File: src/hw/rtl/mla_pkg.sv
`timescale 1ns / 1ps
// ----------------------------------------------------------------------------
// mla_pkg: shared types and constants of the linear arrangement solver
// Payload structs, command bundle, action codes and fixed widths.
// ----------------------------------------------------------------------------
package mla_pkg;

    localparam int MAX_VERTICES_DEF = 12;
    localparam int VC_W             = 4;
    localparam int COST_OUT_W       = 10;
    localparam int COST_W           = 16;
    localparam int CUT_W            = 10;

    localparam logic [VC_W-1:0]       VC_RESET = 4'd12;
    localparam logic [COST_OUT_W-1:0] COST_SAT = 10'd1023;

    localparam logic ACT_ADD_EDGE = 1'b0;
    localparam logic ACT_SOLVE    = 1'b1;

    typedef struct packed {
        logic       action;
        logic [3:0] endpoint_a;
        logic [3:0] endpoint_b;
    } t_in_item;

    typedef struct packed {
        logic [3:0]            position;
        logic [3:0]            vertex;
        logic [COST_OUT_W-1:0] total_cost;
        logic                  last;
    } t_out_item;

    // Command bundle from the controller to the datapath; emit and clr_adj can be set together.
    typedef struct packed {
        logic add_edge;
        logic init;
        logic rd_s;
        logic rd_t;
        logic rd_full;
        logic cap_s;
        logic upd;
        logic emit;
        logic clr_adj;
    } t_cmd;

endpackage

File: src/hw/rtl/mla_ctrl.sv
`timescale 1ns / 1ps
// ----------------------------------------------------------------------------
// mla_ctrl: sequencer of the linear arrangement solver
// Walks subsets and vertex extensions, then emits the best order.
// ----------------------------------------------------------------------------
module mla_ctrl #(
    parameter int MAX_VERTICES = mla_pkg::MAX_VERTICES_DEF,
    parameter int VI_W         = $clog2(MAX_VERTICES),
    parameter int NW           = $clog2(MAX_VERTICES + 1)
) (
    input  logic                    i_clk,
    input  logic                    i_rst_n,
    input  logic                    i_in_valid,
    input  mla_pkg::t_in_item       i_in_item,
    output logic                    o_in_stall,
    input  logic                    i_out_stall,
    output logic                    o_out_valid,
    input  logic                    i_cfg_we,
    input  logic [mla_pkg::VC_W-1:0] i_cfg_data,
    output mla_pkg::t_cmd           o_cmd,
    output logic [MAX_VERTICES-1:0] o_s,
    output logic [MAX_VERTICES-1:0] o_full,
    output logic [VI_W-1:0]         o_bit,
    output logic [VI_W-1:0]         o_pos,
    output logic [NW-1:0]           o_n
);
    localparam logic [3:0] ST_IDLE = 4'd0;
    localparam logic [3:0] ST_INIT = 4'd1;
    localparam logic [3:0] ST_SRD  = 4'd2;
    localparam logic [3:0] ST_SCAP = 4'd3;
    localparam logic [3:0] ST_BRD  = 4'd4;
    localparam logic [3:0] ST_BUPD = 4'd5;
    localparam logic [3:0] ST_ERD  = 4'd6;
    localparam logic [3:0] ST_ECAP = 4'd7;
    localparam logic [3:0] ST_EMIT = 4'd8;

    logic [3:0] r_state, n_state;
    logic [mla_pkg::VC_W-1:0] r_vc;
    logic [NW-1:0] r_n, n_n, r_bit, n_bit, cfg_n;
    logic [MAX_VERTICES-1:0] r_s, n_s, full;
    logic [VI_W-1:0] r_pos, n_pos;
    logic r_out_valid, n_out_valid;
    logic accept, load, s_has_bit;
    logic [7:0] vc8;
    mla_pkg::t_cmd cmd;

    always_comb begin
        vc8 = 8'(r_vc);
        if (vc8 == 8'd0) begin
            cfg_n = NW'(1);
        end else if (vc8 > 8'(MAX_VERTICES)) begin
            cfg_n = NW'(MAX_VERTICES);
        end else begin
            cfg_n = NW'(vc8);
        end
        for (int i = 0; i < MAX_VERTICES; i++) begin
            full[i] = (NW'(i) < r_n);
        end
    end

    always_comb begin
        cmd         = '0;
        n_state     = r_state;
        n_n         = r_n;
        n_s         = r_s;
        n_bit       = r_bit;
        n_pos       = r_pos;
        accept      = i_in_valid && (r_state == ST_IDLE);
        load        = !r_out_valid || !i_out_stall;
        s_has_bit   = r_s[VI_W'(r_bit)];
        unique case (r_state)
            ST_IDLE: begin
                if (accept) begin
                    if (i_in_item.action == mla_pkg::ACT_SOLVE) begin
                        n_n     = cfg_n;
                        n_s     = '0;
                        n_state = ST_INIT;
                    end else begin
                        cmd.add_edge = 1'b1;
                    end
                end
            end
            ST_INIT: begin
                cmd.init = 1'b1;
                n_state  = ST_SRD;
            end
            ST_SRD: begin
                if (r_s == full) begin
                    n_state = ST_ERD;
                end else begin
                    cmd.rd_s = 1'b1;
                    n_state  = ST_SCAP;
                end
            end
            ST_SCAP: begin
                cmd.cap_s = 1'b1;
                n_bit     = '0;
                n_state   = ST_BRD;
            end
            ST_BRD: begin
                if (r_bit == r_n) begin
                    n_s     = r_s + MAX_VERTICES'(1);
                    n_state = ST_SRD;
                end else if (s_has_bit) begin
                    n_bit = r_bit + NW'(1);
                end else begin
                    cmd.rd_t = 1'b1;
                    n_state  = ST_BUPD;
                end
            end
            ST_BUPD: begin
                cmd.upd = 1'b1;
                n_bit   = r_bit + NW'(1);
                n_state = ST_BRD;
            end
            ST_ERD: begin
                cmd.rd_full = 1'b1;
                n_state     = ST_ECAP;
            end
            ST_ECAP: begin
                cmd.cap_s = 1'b1;
                n_pos     = '0;
                n_state   = ST_EMIT;
            end
            ST_EMIT: begin
                if (load) begin
                    cmd.emit = 1'b1;
                    if ((NW'(r_pos) + NW'(1)) == r_n) begin
                        cmd.clr_adj = 1'b1;
                        n_state     = ST_IDLE;
                    end else begin
                        n_pos = r_pos + VI_W'(1);
                    end
                end
            end
            default: begin
                n_state = ST_IDLE;
            end
        endcase
        if (cmd.emit) begin
            n_out_valid = 1'b1;
        end else if (!i_out_stall) begin
            n_out_valid = 1'b0;
        end else begin
            n_out_valid = r_out_valid;
        end
    end

    always_ff @(posedge i_clk) begin
        if (!i_rst_n) begin
            r_state     <= ST_IDLE;
            r_vc        <= mla_pkg::VC_RESET;
            r_out_valid <= 1'b0;
            r_n         <= '0;
            r_s         <= '0;
            r_bit       <= '0;
            r_pos       <= '0;
        end else begin
            r_state     <= n_state;
            r_out_valid <= n_out_valid;
            r_n         <= n_n;
            r_s         <= n_s;
            r_bit       <= n_bit;
            r_pos       <= n_pos;
            if (i_cfg_we) begin
                r_vc <= i_cfg_data;
            end
        end
    end

    assign o_in_stall  = (r_state != ST_IDLE);
    assign o_out_valid = r_out_valid;
    assign o_cmd       = cmd;
    assign o_s         = r_s;
    assign o_full      = full;
    assign o_bit       = VI_W'(r_bit);
    assign o_pos       = r_pos;
    assign o_n         = r_n;

endmodule

File: config.mk
export PLATFORM = sky130hd
export DESIGN_NAME = mla_ctrl
export DESIGN_NICKNAME = d
export VERILOG_FILES = /design/src/hw/rtl/mla_pkg.sv /design/src/hw/rtl/mla_ctrl.sv
export SDC_FILE = /design/constraint.sdc
export NUM_CORES = 1
export LEC_CHECK = 0
export BUFFER_PORTS_ARGS = -buffer_cell sky130_fd_sc_hd__clkbuf_2
export CAP_MARGIN = 15
export CORE_MARGIN = 2
export CORE_UTILIZATION = 40
export CTS_BUF_LIST = sky130_fd_sc_hd__clkbuf_2 sky130_fd_sc_hd__clkbuf_4 sky130_fd_sc_hd__clkbuf_8
export CTS_CLUSTER_SIZE = 40
export DETAILED_ROUTE_END_ITERATION = 10
export HOLD_SLACK_MARGIN = 0.12
export PLACE_DENSITY_LB_ADDON = 0.15
export SYNTH_ARGS = -nofsm -noshare
export SYNTH_HDL_FRONTEND = slang
export SYNTH_SLANG_ARGS = --single-unit
File: constraint.sdc
create_clock -name i_clk -period 1.8 [get_ports i_clk]
set_input_delay 0.09 -clock i_clk [delete_from_list [all_inputs] [get_ports i_clk]]
set_output_delay 0.09 -clock i_clk [all_outputs]
set_load 0.005 [all_outputs]
==> out/qor.yml, run 1 <==
status:
  status: "complete, but fails checks"
  violations: "negative setup slack"
synthesis:
  syn_area_per_cell_um2: 8.06
  synth_nets: 327
  ys_async_sr_fraction_pct: 0
  ys_types: 68
  yosys_most_used_dff: "dfxtp_1"
  yosysWarningCount: 0
  synth_seq_cells: 33
  seq_area_frac_synth_pct: 26.8
  synth-edff-count: 0
  synthCells: 306
  syn-cell-area_um2: 2470
die:
  fp-row-count: 28
  ioPinCount: 65
  core-area_um2: 5960
  die_x_um: 82.5
  design.die.area_um2: 6810
  start_util_pct: 41.4
  die_y_um: 82.5
cts:
  clock_latency_ns: 0.28
  clock-root-buffer: "clkbuf_8"
  clock_sinks: 33
  cts_tree: "built"
  ctsLongestPathBuffers: 2
  htreeDepth: 2
  cts_buffers: 5
  clkTransAtPathRegs_ns: 0.06
flow_run:
  drv_cap: 0
finish:
  layout.nets: 441
  fillers: 526
  design_area_um2: 3660
  syn2layout_area_growth_pct: 48.3
  layout.cells.non_filler: 495
  drive_gt1_share_pct: 43.1
  antenna_cells: 0
  fin_util_pct: 61.4
detailed_routing:
  drtAntennaViolNets: 0
  wl_per_cell_um: 15.2
  drtIter0Drc: 72
  routed_wl_um: 7510
  drtPass1Iterations: 7
  drc: 0
  vias: 2672
  via_per_inst: 5.40
setup_path:
  crit_type: "flip-flop to primary output"
  r2r_end: "r_state[2]"
  r2r_cells: 10
  cp-end-kind: "primary output"
  reg2reg_slack_ns: -0.06
  r2r_start: "o_n[2]"
  path_max_fanout: 4
  startpoint: "o_n[3]"
  cp.arrival_ns: 1.93
  crit_path_start_kind: "flip-flop"
  required_ns: 1.71
  critPathCapture: "o_cmd[6]"
power:
  p_per_area_nw_per_um2: 556
  power_mw: 2.03
  ir_drop_mv: 0.249
  p_leak_nw: 1.75
sta:
  worst_slack_ns: -0.224
  finClkSkew_ns: 0.00531
  fmax_mhz: 494
  fin_crit_sh_pct: 112
  tightest_slew_ns: 0.356
  timing.slew.headroom_pct: 76.1
  period_minus_slack_ns: 2.02
  rsz0062_at_grt: "yes"
  hold_viol_final: 0
  hold_ws_ns: 0.165
  slew_violations: 0
  setup_viol: 5
place:
  placed_area_um2: 3120
  globalplace.congestion: 0.842
  numPortBuffers: 56
  dp.final_hpwl_um: 5290
  placed_cells: 462
hold_path:
  hp-class: "input port to flip-flop"
global_route:
  antenna_found_initial: 0
  grt_pass1_vias: 2321
  grt-ovfl-total: 0
  grt_usage_pct: 22.0
  grt_pass1_wl_um: 11400
  grt_max_degree: 24
==> routing by layer <==
layer | GRT usage [%] | part of all wire [%] | vias up
met3 | 4.35 | 5.1 | 10
met5 | 0 | 0 | -
met1 | 29.2 | 45 | 1246
li1 | - | - | 1343
met2 | 35.7 | 49 | 73
met4 | 7.21 | 1.5 | 0
==> through the flow <==
stage	TNS (ns)	setup slack (ns)
6_report	-0.412	-0.224
5_1_grt	-1.17	-0.344
4_1_cts	-0.374	-0.265
3_5_place_dp	-0.261	-0.101
3_3_place_gp	-0.243	-0.107
2_1_floorplan	-0.0408	-0.0218
==> worst min-delay path by stage <==
| stage | from | end | slack [ns] | cells after the start |
|---|---|---|---|---|
| 2_1_floorplan | i_in_item[8] | o_cmd[8] | 0.21 | 1 |
| 3_3_place_gp | i_cfg_data[2] | r_vc[2] | 0.31 | 3 |
| 3_5_place_dp | i_cfg_data[3] | r_vc[3] | 0.31 | 3 |
| 4_1_cts | i_cfg_we | r_vc[0] | 0.16 | 3 |
| 5_1_grt | i_cfg_we | r_vc[0] | 0.18 | 3 |
| 6_report | i_cfg_we | r_vc[0] | 0.17 | 3 |
==> power breakdown <==
group / internal (mW) / switching, mW / total (mW)
Clock: 0.319 / 0.274 / 0.593
Combinational: 0.347 / 0.323 / 0.669
Sequential: 0.746 / 0.0243 / 0.770
Total: 1.41 / 0.621 / 2.03
==> repair_timing <==
action | 4_1_cts | 5_1_grt
cloned | 0 | 1
pin swaps | 13 | 12
endpoints found under the setup margin | 9 | 26
setup buffers | 5 | 13
hold buffers | 7 | 0
resized for setup | 14 | 45
endpoints found under the hold margin | 5 | 0
==> cell type report <==
class	count	area [um2]	area share, %
Sequential cell	33	686	18.7
Inverter	15	56.3	1.54
Tap cell	75	93.8	2.56
Timing Repair Buffer	135	977	26.7
Clock buffer	7	90.1	2.46
Multi-Input combinational cell	230	1760	48.0
==> critical path, stage by stage, from the launching register on <==
cell	delay (ns)
dfxtp_4	0.37
or4_4	0.52
nor2_4	0.10
o21ai_1	0.08
a211oi_2	0.24
buf_4	0.15
a21boi_2	0.05
buf_2	0.13
==> cell families after synthesis <==
family          count (synthesis)  synth area share, %
flops                          33                 26.8
compound gates                 81                 23.5
fa+ha+maj                       3                 1.52
simple gates                  120                 27.7
xor+xnor                       10                 4.41
mux                            16                 7.61
buf+inv                        43                 8.47
==> state kept, by name, summed over array words and instances (netlist names) <==
name         count
o_n              4
o_out_valid      1
r_state          4
o_bit            4
r_vc             4
o_s             12
o_pos            4
==> synth_stat cells (3+ instances only) <==
library cell | count | area share (%)
a211oi_1 | 4 | 1.2
a21o_1 | 5 | 1.5
a21oi_1 | 14 | 2.8
a31oi_1 | 4 | 1.0
and3_1 | 6 | 1.5
buf_2 | 8 | 1.6
buf_4 | 4 | 1.2
buf_6 | 3 | 1.4
clkbuf_1 | 12 | 1.8
dfxtp_1 | 33 | 27
ha_1 | 3 | 1.5
inv_1 | 15 | 2.3
mux2i_1 | 12 | 4.9
nand2_1 | 30 | 4.6
nand2b_1 | 10 | 2.5
nand3_1 | 12 | 2.4
nand4_1 | 7 | 1.8
nor2_1 | 18 | 2.7
nor2b_1 | 5 | 1.3
nor3_1 | 9 | 1.8
nor3b_1 | 4 | 1.2
o21a_1 | 5 | 1.5
o21ai_0 | 7 | 1.4
o21ai_1 | 8 | 1.6
o221ai_1 | 3 | 1.1
o31ai_1 | 4 | 1.2
xnor2_1 | 3 | 1.1
xor2_1 | 5 | 1.8
==> layout by cell type (no fill, tap or decap), types with 6 or more instances in the layout <==
| master | synthesis | layout |
|---|---|---|
| dlygate4sd3_1 | 0 | 7 |
| nand2_1 | 30 | 30 |
| buf_6 | 3 | 9 |
| buf_4 | 4 | 60 |
| nor3_1 | 9 | 9 |
| mux2i_1 | 12 | 12 |
| nand4_1 | 7 | 7 |
| clkbuf_8 | 0 | 6 |
| dfxtp_1 | 33 | 23 |
| clkbuf_2 | 0 | 53 |
| nand2b_1 | 10 | 10 |
| nand3_1 | 12 | 12 |
| inv_1 | 15 | 15 |
| and3_1 | 6 | 6 |
| nor2_1 | 18 | 16 |
| o21ai_1 | 8 | 10 |
| a21oi_1 | 14 | 12 |
(Power assumes the default switching activity.)
==> inputs of run 2 (changes only) <==
--- a/config.mk
+++ b/config.mk
@@ -7,6 +7,7 @@
 export LEC_CHECK = 0
 export BUFFER_PORTS_ARGS = -buffer_cell sky130_fd_sc_hd__clkbuf_2
 export CAP_MARGIN = 15
+export CORE_ASPECT_RATIO = 0.9
 export CORE_MARGIN = 2
 export CORE_UTILIZATION = 40
 export CTS_BUF_LIST = sky130_fd_sc_hd__clkbuf_2 sky130_fd_sc_hd__clkbuf_4 sky130_fd_sc_hd__clkbuf_8
==> out/qor.yml, run 2 (synthesis gave the netlist of run 1 again) <==
status:
  status: "complete, but fails checks"
  violations: "negative setup slack"
power:
  p_switching_mw: 0.631  # +1.7%
  p_leak_nw: 1.72  # -1.7%
  p_per_area_nw_per_um2: 548  # -1.4%
  p_int_mw: 1.35  # -4.0%
  ir_drop_mv: 0.355  # +42%
  combPwrFrac_pct: 32.4  # -0.5 points
  clock_power_share_pct: 28.9  # -0.3 points
  p_sw_share_pct: 31.8  # +1.2 points
  p_seq_share_pct: 38.7  # +0.8 points
detailed_routing:
  drc: 0  # unchanged
  drtAntennaViolNets: 0  # unchanged
  vias: 2685  # +0.49%
  drtPass1Iterations: 4  # -3
  wl_per_cell_um: 15.5  # +2.1%
  drtIter0Drc: 91  # +26%
  via_per_inst: 5.50  # +1.9%
  routed_wl_um: 7560  # +0.69%
finish:
  final_cell_mix: "clkbuf_2, buf_4, nand2_1"
  syn2layout_area_growth_pct: 46.9
  multi_input_area_um2: 1780  # +1.4%
  fillers: 567  # +7.8%
  drive_gt1_share_pct: 44.2  # +1.1 points
  largest_reg_flops: 12  # unchanged
  seq_area_um2: 686  # unchanged
  antenna_cells: 0  # unchanged
  layout.cells.non_filler: 488  # -1.4%
  layout.nets: 436  # -1.1%
die:
  fp-row-count: 27  # -3.6%
  design.die.area_um2: 6810  # about the same
  start_util_pct: 40.8  # -0.63 points
  core-area_um2: 6050  # +1.5%
  ioPinCount: 65  # unchanged
  die_y_um: 78.5  # -4.9%
  die_x_um: 86.8  # +5.1%
setup_path:
  cp.arrival_ns: 1.97  # +0.04 ns
  r2r_end: "o_bit[1]"
  reg2reg_slack_ns: -0.05  # about the same
  critPathCapture: "o_cmd[6]"
  path_max_fanout: 4  # unchanged
  r2r_start: "o_bit[0]"
  crit_type: "flip-flop to primary output"
  r2r_cells: 6  # -4
  required_ns: 1.71  # about the same
  startpoint: "o_n[3]"
  cp-end-kind: "primary output"
  crit_path_start_kind: "flip-flop"
cts:
  cts_buffers: 5  # unchanged
  clkTransAtPathRegs_ns: 0.07  # about the same
  clock-root-buffer: "clkbuf_8"
  clock_sinks: 33  # unchanged
  clock_latency_ns: 0.29  # about the same
  ctsLongestPathBuffers: 2  # unchanged
  htreeDepth: 2  # unchanged
  cts_tree: "built"
sta:
  tightest_slew_ns: 0.332  # -0.0239 ns
  hold_viol_final: 0  # unchanged
  period_minus_slack_ns: 2.06  # +0.0369 ns
  setup_viol: 6  # +1
  finClkSkew_ns: 0.0116  # +0.00625 ns
  timing.slew.headroom_pct: 77.6  # +1.5 points
  fin_crit_sh_pct: 114  # +2.0 points
  slew_violations: 0  # unchanged
  fmax_mhz: 485  # -1.8%
  hold_ws_ns: 0.142  # -0.0230 ns
  rsz0062_at_grt: "yes"
  worst_slack_ns: -0.261  # -0.0369 ns
place:
  globalplace.congestion: 0.872  # +3.6%
  preCtsSetupSlack_ns: -0.0831  # +0.0178 ns
  placed_cells: 460  # -0.43%
  numPortBuffers: 56  # unchanged
  dp.final_hpwl_um: 5220  # -1.4%
global_route:
  grt_pass1_wl_um: 11700  # +2.5%
  grt-ovfl-total: 0  # unchanged
  grt_pass1_vias: 2392  # +3.1%
  antenna_found_initial: 0  # unchanged
  grt_max_degree: 20  # -17%
  grt_usage_pct: 21.6  # -0.44 points
flow_run:
  drv_cap: 0  # unchanged
hold_path:
  hp-class: "input port to flip-flop"
==> run 2: cell count changes in the layout (fill, tap and decap cells not counted), sizes merged <==
cell,delta
clkinv,+2
buf,-7
clkbuf,+1
==> run 2: metrics by stage <==
step	TNS (ns)	cell area, um2	power [mW]	utilization, %
CTS	-0.428	3440	1.94	56.8
finish	-0.427	3620	1.99	59.9
floorplan	-0.0408	2500	1.10	-
global placement	-0.111	3120	1.31	51.6
global route	-1.12	3620	2.09	59.9
detailed placement	-0.264	3120	1.32	51.6
==> run 2: power by group through the flow <==
stage / clock network [mW] / registers [mW] / logic, mW
after floorplan: 0 / 0.783 / 0.317
after global placement: 0 / 0.788 / 0.522
after detailed placement: 0 / 0.788 / 0.528
after CTS: 0.591 / 0.767 / 0.583
after global routing: 0.615 / 0.772 / 0.700
final: 0.573 / 0.769 / 0.643
==> run 2: metal layers <==
metal  up-vias  track usage (%)  wire [um]  share of wire (%)
met3        19             3.47        313                4.1
met4         0             8.59        176                2.3
met1      1271             30.3       3520                 47
met2        70             32.6       3560                 47
met5         -                0          0                  0
li1       1325                -          -                  -
==> run 2: what timing repair did <==
| item | 4_1_cts | 5_1_grt |
|---|---|---|
| setup buffers | 8 | 5 |
| hold buffers | 7 | 0 |
| endpoints found under the hold margin | 5 | 0 |
| pin swaps | 15 | 13 |
| gates cloned | 0 | 1 |
| gates resized for setup | 28 | 30 |
| setup endpoints to repair | 11 | 23 |
==> run 2: critical path, stage by stage, from the launching register on <==
cell and delay, ns:
dfxtp_4 0.36, or4_4 0.52, nor2_4 0.11, a31oi_1 0.10, a211oi_2 0.26, buf_4 0.16
a21boi_2 0.05, clkbuf_2 0.11
==> run 2: layout make-up <==
type / count / area share (%)
clock inverters: 2 / 0.276
well taps: 72 / 2.49
multi-input cells: 230 / 49.1
flip-flops and latches: 33 / 18.9
repair buffers: 130 / 25.6
clock buffers: 6 / 2.11
inverters: 15 / 1.55
==> run 2: how the worst min path moves through the flow <==
stage | slack, ns | endpoint | cells past startpoint | from
2_1_floorplan | 0.21 | o_cmd[8] | 1 | i_in_item[8]
3_3_place_gp | 0.30 | r_vc[2] | 3 | i_cfg_data[2]
3_5_place_dp | 0.31 | r_vc[3] | 3 | i_cfg_data[3]
4_1_cts | 0.14 | r_state[3] | 2 | i_rst_n
5_1_grt | 0.15 | r_state[3] | 2 | i_rst_n
6_report | 0.14 | r_state[3] | 2 | i_rst_n
==> inputs of run 3 (changes only) <==
==> constraint.sdc (replaced) <==
create_clock -name i_clk -period 2.5 [get_ports i_clk]
set_input_delay 0.125 -clock i_clk [delete_from_list [all_inputs] [get_ports i_clk]]
set_output_delay 0.125 -clock i_clk [all_outputs]
set_load 0.005 [all_outputs]
==> out/qor.yml, run 3 (synthesis gave the netlist of run 1 again) <==
sta:
  fin_crit_sh_pct: 90.4
  rsz0062_at_grt: "no"
  slew_violations: 0  # unchanged
  fmax_mhz: 443
  tightest_slew_ns: 0.560  # +0.228 ns
  hold_viol_final: 0  # unchanged
  finClkSkew_ns: 0.00308  # -0.00848 ns
  period_minus_slack_ns: 2.26
  setup_viol: 0  # -6
  setup_tns_ns: 0  # +0.427 ns
  timing.slew.headroom_pct: 62.3  # -15 points
  worst_slack_ns: 0.240  # +0.501 ns
finish:
  layout.nets: 377  # -14%
  antenna_cells: 0  # unchanged
  final_common_cell: "clkbuf_2"
  fin_util_pct: 48.0  # -12 points
  design_area_um2: 2900  # -20%
  final_cell_mix: "clkbuf_2, dfxtp_1, nand2_1"
  largest_reg_flops: 12  # unchanged
  syn2layout_area_growth_pct: 17.7
  drive_gt1_share_pct: 26.3  # -18 points
  layout.cells.non_filler: 429  # -12%
setup_path:
  required_ns: 2.38  # +0.67 ns
  cp-end-kind: "primary output"
  cp.arrival_ns: 2.13  # +0.16 ns
  cp_slowest_cell: "dfxtp_1"
  cpPeakStageDelay_ns: 0.54  # +0.02 ns
  path_max_fanout: 9  # +5
  crit_type: "flip-flop to primary output"
  cp_cell_sequence: "a21boi_0 -> o41ai_1 -> o2111ai_1 -> a211oi_2 -> a21boi_1 -> clkbuf_2"
  crit_family: "compound AO/OA/AOI/OAI gates"
  crit_path_start_kind: "flip-flop"
  cp.buffers_inverters: 1  # -1
power:
  p_seq_share_pct: 44.2  # +5.5 points
  p_sw_share_pct: 33.0  # +1.2 points
  p_switching_mw: 0.422  # -33%
  p_per_area_nw_per_um2: 441  # -20%
  p_int_mw: 0.858  # -37%
  combPwrFrac_pct: 23.4  # -9.0 points
  ir_drop_mv: 0.252  # -29%
  clock_power_share_pct: 32.4  # +3.5 points
  p_leak_nw: 1.36  # -21%
detailed_routing:
  drtAntennaViolNets: 0  # unchanged
  drc: 0  # unchanged
  via_per_inst: 5.55  # +0.79%
  wl_per_cell_um: 14.8  # -4.7%
  drtPass1Iterations: 4  # unchanged
  drtIter0Drc: 88  # -3.3%
  vias: 2379  # -11%
  routed_wl_um: 6340  # -16%
cts:
  ctsLongestPathBuffers: 2  # unchanged
  cts_tree: "built"
  clkTransAtPathRegs_ns: 0.08  # about the same
  clock_sinks: 33  # unchanged
  clock-root-buffer: "clkbuf_8"
  clock_latency_ns: 0.29  # about the same
  htreeDepth: 2  # unchanged
  cts_setup_buffers: 0  # -8
  cts_buffers: 5  # unchanged
die:
  die_y_um: 78.5  # unchanged
  die_x_um: 86.8  # unchanged
  ioPinCount: 65  # unchanged
  design.die.area_um2: 6810  # unchanged
  start_util_pct: 40.8  # unchanged
  core-area_um2: 6050  # unchanged
  fp-row-count: 27  # unchanged
place:
  placed_cells: 416  # -9.6%
  preCtsSetupSlack_ns: 0.308  # +0.391 ns
  numPortBuffers: 56  # unchanged
  placed_area_um2: 2760  # -12%
  dp.final_hpwl_um: 4590  # -12%
  globalplace.congestion: 0.808  # -7.3%
global_route:
  antenna_found_initial: 0  # unchanged
  grt-ovfl-total: 0  # unchanged
  grt_pass1_vias: 2104  # -12%
  grt_usage_pct: 19.2  # -2.4 points
  grt_max_degree: 22  # +10%
  grt_pass1_wl_um: 10500  # -10%
hold_path:
  hp-class: "input port to flip-flop"
status:
  status: "finished, final reports clean"
flow_run:
  drv_cap: 0  # unchanged
-- run 3: path summary, 6_finish.rpt --
kind	endpoint	from	slack [ns]	depth (start not counted)
worst max register to register	o_s[8]	r_state[2]	0.45	5
worst min-delay path	r_vc[2]	i_cfg_we	0.16	3
worst max-delay path	o_cmd[6]	o_s[1]	0.24	6
worst min register to register	o_n[1]	r_vc[1]	0.48	2
-- run 3: routing by layer --
metal | wire (um) | GRT usage (%) | share of wire, %
met1 | 3110 | 28.5 | 49
met4 | 73 | 5.63 | 1.2
met2 | 2840 | 28.3 | 45
met3 | 315 | 3.05 | 5.0
met5 | 0 | 0 | 0
-- run 3: area by class of cell --
class	instances	area, um2
clock buffer	5	68.8
clock inverter	3	17.5
fill	601	3140
inverter	15	56.3
multi-input combinational	230	1600
sequential	33	663
tap	72	90.1
timing repair buffer	71	405
-- run 3: what timing repair did --
item	CTS	global route
endpoints found under the hold margin	5	0
gates resized for setup	0	3
hold buffers	5	0
setup endpoints to repair	0	1
-- run 3: per-stage QoR --
stage | power, mW | hold WS (ns)
floorplan | 0.787 | 0.254
global placement | 0.867 | 0.342
detailed placement | 0.869 | 0.351
CTS | 1.30 | 0.152
global route | 1.35 | 0.171
finish | 1.28 | 0.158
-- run 3: worst reg2reg max path, cell delays in order, from the launching register on --
cell and delay, ns:
dfxtp_1 0.41, or4_4 0.65, nor2_4 0.24, a21o_1 0.30, a31oi_1 0.14, a41o_1 0.21
-- run 3: power groups by stage --
stage	clock, mW	sequential (mW)	combinational, mW
after global placement	0	0.579	0.288
after CTS	0.431	0.566	0.299
final	0.415	0.566	0.299
after floorplan	0	0.563	0.224
after global routing	0.450	0.569	0.335
after detailed placement	0	0.578	0.291
